===== src/rtl/core/masked_block_mean_rgb_top_assert.svh =====
// ----------------------------------------------------------------------------
// masked_block_mean_rgb_top assertion macros
// Shared assertion forms for the masked block mean core.
// ----------------------------------------------------------------------------
`ifndef MASKED_BLOCK_MEAN_RGB_TOP_ASSERT_SVH
`define MASKED_BLOCK_MEAN_RGB_TOP_ASSERT_SVH

// implication checked on every edge outside reset
`define MBM_ASSERT_IMP(lbl, ck, rstn, ante, cons, msg) \
	lbl: assert property (@(posedge ck) disable iff (!rstn) (ante) |-> (cons)) \
		else $error(msg);

// implication whose consequent is checked on the next edge
`define MBM_ASSERT_NXT(lbl, ck, rstn, ante, cons, msg) \
	lbl: assert property (@(posedge ck) disable iff (!rstn) (ante) |=> (cons)) \
		else $error(msg);

`endif


===== src/rtl/core/mbm_pkg.sv =====
// ----------------------------------------------------------------------------
// mbm_pkg
// Shared constants and grid helpers of the masked block mean core.
// ----------------------------------------------------------------------------
`timescale 1ns / 1ps
`default_nettype none
package mbm_pkg;
	localparam int MaxBlocksAcross = 64;
	localparam int MaxBlockSize    = 64;
	localparam int SumW            = 20;
	localparam int CntW            = 13;
	localparam int DimW            = 13;
	localparam int MeanW           = 8;
	localparam logic [DimW-1:0] MaxDim = 13'd4096;

	localparam logic [2:0] RegBlockSize = 3'd0;
	localparam logic [2:0] RegRoiWidth  = 3'd1;
	localparam logic [2:0] RegRoiHeight = 3'd2;
	localparam logic [2:0] RegMinCount  = 3'd3;

	// block idx starting at base is part of the grid
	function automatic logic in_grid(logic [6:0] idx, logic [13:0] base, logic [6:0] bs,
			logic [DimW-1:0] dim, logic [6:0] cap);
		logic [13:0] end_pos;
		logic [13:0] rem;
		logic [15:0] rem4;
		end_pos = base + {7'd0, bs};
		rem     = {1'b0, dim} - base;
		rem4    = {rem, 2'b00};
		return (idx < cap) && (base < {1'b0, dim}) &&
			((end_pos <= {1'b0, dim}) || (rem4 > {9'd0, bs}));
	endfunction
endpackage
`default_nettype wire


===== src/rtl/core/mbm_div.sv =====
// ----------------------------------------------------------------------------
// mbm_div
// Three-lane restoring divider, one quotient bit per cycle, 8-bit quotients.
// ----------------------------------------------------------------------------
`timescale 1ns / 1ps
`default_nettype none
module mbm_div (
	input  wire logic                          clk,
	input  wire logic                          arst_n,
	input  wire logic                          start,
	input  wire logic [mbm_pkg::SumW-1:0]      num_r,
	input  wire logic [mbm_pkg::SumW-1:0]      num_g,
	input  wire logic [mbm_pkg::SumW-1:0]      num_b,
	input  wire logic [mbm_pkg::CntW-1:0]      den,
	output logic                               done,
	output logic [mbm_pkg::MeanW-1:0]          q_r,
	output logic [mbm_pkg::MeanW-1:0]          q_g,
	output logic [mbm_pkg::MeanW-1:0]          q_b
);
	logic                        busy_q;
	logic [2:0]                  step_q;
	logic [mbm_pkg::SumW-1:0]    rem_r_q, rem_g_q, rem_b_q, dsh_q;
	logic                        done_q;

	always_ff @(posedge clk or negedge arst_n) begin
		if (!arst_n) begin
			busy_q <= 1'b0;
			step_q <= 3'd0;
			done_q <= 1'b0;
		end else begin
			done_q <= 1'b0;
			if (start) begin
				busy_q <= 1'b1;
				step_q <= 3'd0;
			end else if (busy_q) begin
				step_q <= step_q + 3'd1;
				if (step_q == 3'd7) begin
					busy_q <= 1'b0;
					done_q <= 1'b1;
				end
			end
		end
	end

	always_ff @(posedge clk) begin
		if (start) begin
			rem_r_q <= num_r;
			rem_g_q <= num_g;
			rem_b_q <= num_b;
			dsh_q   <= {den, 7'd0};
		end else if (busy_q) begin
			if (rem_r_q >= dsh_q) begin
				rem_r_q <= rem_r_q - dsh_q;
				q_r     <= {q_r[6:0], 1'b1};
			end else begin
				q_r <= {q_r[6:0], 1'b0};
			end
			if (rem_g_q >= dsh_q) begin
				rem_g_q <= rem_g_q - dsh_q;
				q_g     <= {q_g[6:0], 1'b1};
			end else begin
				q_g <= {q_g[6:0], 1'b0};
			end
			if (rem_b_q >= dsh_q) begin
				rem_b_q <= rem_b_q - dsh_q;
				q_b     <= {q_b[6:0], 1'b1};
			end else begin
				q_b <= {q_b[6:0], 1'b0};
			end
			dsh_q <= {1'b0, dsh_q[mbm_pkg::SumW-1:1]};
		end
	end

	assign done = done_q;
endmodule
`default_nettype wire


===== config.mk =====
export PLATFORM = sky130hd
export DESIGN_NAME = mbm_div
export DESIGN_NICKNAME = d
export VERILOG_FILES = /design/src/rtl/core/masked_block_mean_rgb_top_assert.svh /design/src/rtl/core/mbm_pkg.sv /design/src/rtl/core/mbm_div.sv
export SDC_FILE = /design/constraint.sdc
export NUM_CORES = 1
export LEC_CHECK = 0
export ABC_AREA = 1
export CELL_PAD_IN_SITES_DETAIL_PLACEMENT = 1
export CELL_PAD_IN_SITES_GLOBAL_PLACEMENT = 1
export CORE_ASPECT_RATIO = 1.25
export CORE_UTILIZATION = 40
export CTS_CLUSTER_DIAMETER = 60
export CTS_CLUSTER_SIZE = 24
export DETAILED_ROUTE_END_ITERATION = 16
export DONT_BUFFER_PORTS = 1
export PLACE_DENSITY = 0.79
export SLEW_MARGIN = 10
export SYNTH_ARGS = -nofsm -noshare
export SYNTH_HDL_FRONTEND = slang
export SYNTH_SLANG_ARGS = --single-unit

===== constraint.sdc =====
create_clock -name clk -period 2.9 [get_ports clk]
set_clock_uncertainty 0.2 [all_clocks]
set_input_delay 0.29 -clock clk [delete_from_list [all_inputs] [get_ports clk]]
set_output_delay 0.29 -clock clk [all_outputs]
set_load 0.05 [all_outputs]

-- Yosys cells after proc, flatten, opt, wreduce, memory -nomap -nowiden
Cells that the tools add are included.
- RAM bits: 0
- latch bits: 0
- input bits: 76
- memories kept: 0
- memory bits (read-only): 0
- word-level logic and storage cells: 50
- output and inout bits: 25
- register bits: 109
- equality and inequality tests: 1
- shift-type cells: 0
- $add $sub $neg: 4
- order comparisons: 3
- reductions and logical operators: 8
- mux-type cells: 22
- div/mod/pow operators: 0
- multipliers: 0
- bitwise gates (word level): 1
- operator list (operator ; count):
    20-bit two-way mux ; 11
    20-bit greater-or-equal comparator ; 3
    20-bit subtractor ; 3
    1-bit two-way mux ; 9
    2-bit AND reduction ; 4
    2-bit nonzero test ; 4
    3-bit two-way mux ; 2
    3-bit by 1-bit adder with 3-bit output, second input constant ; 1
    3-bit == test, second input constant ; 1
    1-bit inverter ; 1

-- Logic depth before layout (Yosys ltp)
- depth in word-level cells: 4
- gate-level depth with buffers: 14
- mapped depth without buffers: 14

-- Worst setup path after synthesis
Ideal clock, no wire load.
- kind: reg2reg
- from: register rem_r_q[0] (netlist name)
- to: register rem_r_q[0] (netlist name), enable pin
- path buffers: 0
- data required time: 2305 ps
- setup time: 395 ps
- stages on the path, launching flop included: 15
- setup slack: 343 ps
- arrival time: 1962 ps
- period minus slack after synthesis: 2557 ps
- path through: edfxtp_1 > inv_1 > ha_1 > inv_1 > fa_1 > nand3_1 > nand3_2 > nand2_1 > nand2_2 > nand2_2 > nand2_2 > nand2_1 > nand2_2 > nand2_1 > nand2_1
- cells in the longest elaborated chain, start to end: 3
- ends and longest elaborated chain (what ; RTL line ; text):
    start, declared ; mbm_div.sv:22 ; logic [mbm_pkg::SumW-1:0] rem_r_q, rem_g_q, rem_b_q, dsh_q;
    start signal, assigned ; mbm_div.sv:47 ; rem_r_q <= num_r;
    start signal, assigned ; mbm_div.sv:53 ; rem_r_q <= rem_r_q - dsh_q;
    20-bit greater-or-equal comparator ; mbm_div.sv:52 ; if (rem_r_q >= dsh_q) begin
    2-bit nonzero test (no line) ; n/a ;
    2-bit AND reduction (no line) ; n/a ;
Every way passes these cells.
A chain may end at the register's enable or synchronous reset.

-- Worst setup path in the final report
- from: register dsh_q[0] (netlist name)
- to: register rem_r_q[3] (netlist name), enable pin
- cells in the longest elaborated chain, start to end: 3
- ends and longest elaborated chain (what ; RTL line ; text):
    start, declared ; mbm_div.sv:22 ;
    start signal, assigned ; mbm_div.sv:50 ; dsh_q <= {den, 7'd0};
    start signal, assigned ; mbm_div.sv:70 ; dsh_q <= {1'b0, dsh_q[mbm_pkg::SumW-1:1]};
    20-bit greater-or-equal comparator ; mbm_div.sv:52 ;
    2-bit nonzero test (no line) ; n/a ;
    2-bit AND reduction (no line) ; n/a ;
Every way passes these cells.

==> results <==
- The run finished with clean final reports.
- Derived from the worst setup path, the maximum achievable clock frequency is 380 MHz.
- The share of the clock period used by the worst path after layout is 0.908.
- The number of endpoints with negative hold slack in the final report is 0.
- Of all nets on the critical path, the largest fanout is 11.
- The number of input and output port buffers inserted is 0.
- The initial antenna violation count is 0.
- Clock-pin slew was measured on the worst setup and hold paths at 80 ps.
- After synthesis the netlist holds a flip-flop and latch count of 109.
- The number of failing setup endpoints in the final timing report is 0.
- The number of buffers inserted during clock tree synthesis is 9.
- The number of different library cells in the post-synthesis netlist is 39.
- The critical path is of the reg -> reg type.
- Measured along the y axis, the die boundary spans 160 um.
- The fraction of final layout cells sized beyond drive strength 1 is 0.0786.
- The routability-driven placement congestion ratio is 0.881.
- The total overflow left after global routing is 0.
- The final-report max-slew violation count came to 0.
- The number of top-level pins is 101.
- The all-layer global routing usage is 0.261.
- In this design, the stage delay of the slowest critical-path cell is 450 ps.
- The master cell of the clock root buffer is sky130_fd_sc_hd__clkbuf_16.
- The worst setup path is captured at a flip-flop.
- Summed over all nets, the half-perimeter wirelength after detailed placement is 19.2 mm.
- Synthesis produced a netlist whose cell count is 1,073.
- Dividing the detail-routed wire length by the instance count gives 18.1 um.
- In this run the mean area of a mapped cell was 7.48 um^2.
- The critical path goes through ha_1 > inv_1 > fa_1 > nand3_1 > nand3_2 > nand2_1 > nand2_2 > nand2_2 > nand2_2 > nand2_1 > nand2_2 > nand2_1 > nand2_1 > buf_4.
- The wire length of the first global-routing pass is 40.9 mm.
- In this run the standard cell core region covers 19,500 um^2.
- The number of nets in the layout is 1,294.
- The sum of buffers and inverters on the critical path is 2.
- The total leakage power is 0.00439 uW.
- The number of global-route vias before repair is 7,932.
- The die is 129 um wide.
- The clock tree from TritonCTS is yes.
- The post-route DRC violation count is 0.
- The worst hold path belongs to the class in -> async.
- The number of enable flip-flop cells after synthesis is 97.
- Row generation in the floorplan step produced 57 rows.
- Synthesis produced a netlist with a net count of 1,214.
- Measured on the finished design, the core utilization comes to 0.484.
- The count of nets left with antenna violations once routing finished came out at 0.
- Clock latency on the worst-skew pair, taken at its later pin, is 370 ps.
- In this run, the number of DRC markers left after iteration 0 of detailed routing was 365.
- The number of antenna repair diodes is 0.
- The highest ir drop seen on vdd is 403 uV.
- The top cell types in the final layout, fill and taps aside, are sky130_fd_sc_hd__nand2_1, sky130_fd_sc_hd__inv_1, sky130_fd_sc_hd__edfxtp_1, sky130_fd_sc_hd__dlygate4sd3_1, sky130_fd_sc_hd__nor2_1.
- The post-route worst hold slack is 7.88 ps.
- The most frequent standard cell in the layout excluding fill and tap cells is sky130_fd_sc_hd__nand2_1.
- The worst setup path is launched from a flip-flop.
- In this run the number of H-tree levels came out at 3.
- For this run, the detailed router's first-pass iteration total came to 5.
- Summed over all failing endpoints, the final setup total negative slack is 0 ps.
- Headroom to the max-slew limit came out at 0.492.
- The post-synthesis to final-layout area growth is 17.9%.
- The cell class contributing the biggest share of worst-path delay is simple AND/OR/NAND/NOR gates.
- The number of maximum-capacitance violations is 0.
- The total setup buffers inserted after CTS is 0.
- The transition time at the pin with the least slew margin is 761 ps.
- The number of clock sinks is 109.
- The number of vias in the routed layout is 7,484.
- The slowest cell on the critical path is sky130_fd_sc_hd__dfxtp_1.
- The clock period could shrink to 2630 ps.
- The die covers 20,600 um^2.
- The area of the mapped netlist is 8020 um^2.
- For the worst setup path, the data arrival time is 2560 ps.
- The total detailed-routing wirelength is 25.8 mm.
- The fraction of registers with async set or reset after synthesis is 0.0459.
- Setup repair after global routing left no endpoint under its margin.
- The warning count from the yosys run is 0.
- The deepest clock path buffer count is 2.
- Data on the critical path is required at its endpoint by 2820 ps.
- Entering global routing, the biggest net connects 83 pins.
- The leading register cell type out of synthesis is sky130_fd_sc_hd__edfxtp_1.
- Dividing the detail-routed via count by the number of cells gives 5.26.
- The layout has 2,469 filler cells.
- For this configuration, the core starts out at a cell density of 0.410.
- Power spread over the standard cell area amounts to 1060 nW/um^2.
- The sequential area share after synthesis is 0.396.
-- final timing paths --
check	startpoint	end	slack [ps]	cells past startpoint
min in group clk	num_g[15]	rem_g_q[15]	10	2
setup / recovery	dsh_q[0]	rem_r_q[3]	270	14
setup reg to reg	dsh_q[0]	rem_r_q[3]	270	14
max in group asynchronous	arst_n	busy_q	2300	1
hold reg to reg	step_q[0]	step_q[0]	320	1
hold / removal	arst_n	step_q[0]	8	1
-- flip-flops by register name (all words and copies together) (netlist names) --
signal	count
q_g	8
rem_b_q	20
busy_q	1
dsh_q	20
rem_r_q	20
rem_g_q	20
step_q	3
done	1
q_b	8
q_r	8
-- area by class of cell --
cell class | count | area, um^2 | area share
Inverter | 135 | 507 | 0.0536
Clock inverter | 7 | 91.3 | 0.00966
Clock buffer | 9 | 225 | 0.0238
Timing Repair Buffer | 86 | 856 | 0.0905
Multi-Input combinational cell | 812 | 4270 | 0.451
Sequential cell | 109 | 3180 | 0.336
Tap cell | 265 | 332 | 0.0351
-- synth_stat cells (7+ instances only) --
master	instances	share of area
sky130_fd_sc_hd__o21ai_1	9	0.0056
sky130_fd_sc_hd__nand3b_1	14	0.013
sky130_fd_sc_hd__nand3_1	61	0.038
sky130_fd_sc_hd__nand2_1	403	0.19
sky130_fd_sc_hd__and2_1	8	0.0062
sky130_fd_sc_hd__ha_1	62	0.097
sky130_fd_sc_hd__clkbuf_1	8	0.0037
sky130_fd_sc_hd__nor2_2	13	0.010
sky130_fd_sc_hd__dfxtp_1	7	0.017
sky130_fd_sc_hd__o21ai_0	40	0.025
sky130_fd_sc_hd__edfxtp_1	97	0.36
sky130_fd_sc_hd__nor2_1	66	0.031
sky130_fd_sc_hd__a21oi_1	48	0.030
sky130_fd_sc_hd__nand2_2	15	0.012
sky130_fd_sc_hd__inv_1	118	0.055
sky130_fd_sc_hd__xnor2_1	9	0.0098
sky130_fd_sc_hd__inv_2	16	0.0075
sky130_fd_sc_hd__nand4_1	8	0.0062
sky130_fd_sc_hd__nor3_1	10	0.0062
-- metal layers --
metal  global-route usage  up-vias  part of all wire
li1                     -     3671                 -
met1                0.302     3576              0.41
met5                    0        -                 0
met3               0.0383       57             0.044
met2                0.472      180              0.51
met4                0.112        0             0.038
-- what timing repair did --
action	in CTS	in global routing
gates resized for setup	0	0
hold endpoints to repair	78	0
hold buffers	77	0
-- power by group --
part / switching [uW] / leakage (uW) / total [uW] / internal (uW)
Clock: 704 / 0.000155 / 1340 / 633
Sequential: 444 / 0.00112 / 2890 / 2450
Combinational: 3770 / 0.00312 / 5790 / 2010
-- kinds of logic (layout without fill, tap and decap cells) --
group,count (synthesis),in the layout,synth area share
AO/OA/AOI/OAI,123,123,0.0881
XOR/XNOR,11,11,0.0120
adder cells (fa/ha/maj),65,65,0.104
buffers and inverters,152,237,0.0721
flip-flops,109,109,0.396
AND/OR/NAND/NOR,613,613,0.327
-- metrics by stage --
step           area [um^2]  setup slack, ps  total power (uW)  cells
5_1_grt               9450             83.8             10900   1423
4_1_cts               9450              286             10000   1423
3_3_place_gp          8350              361              8350   1330
2_1_floorplan         8020              343              7030   1073
3_5_place_dp          8350              305              8550   1330
6_report              9450              266             10000   1423
Note: power is estimated with default switching activity, not from simulation.
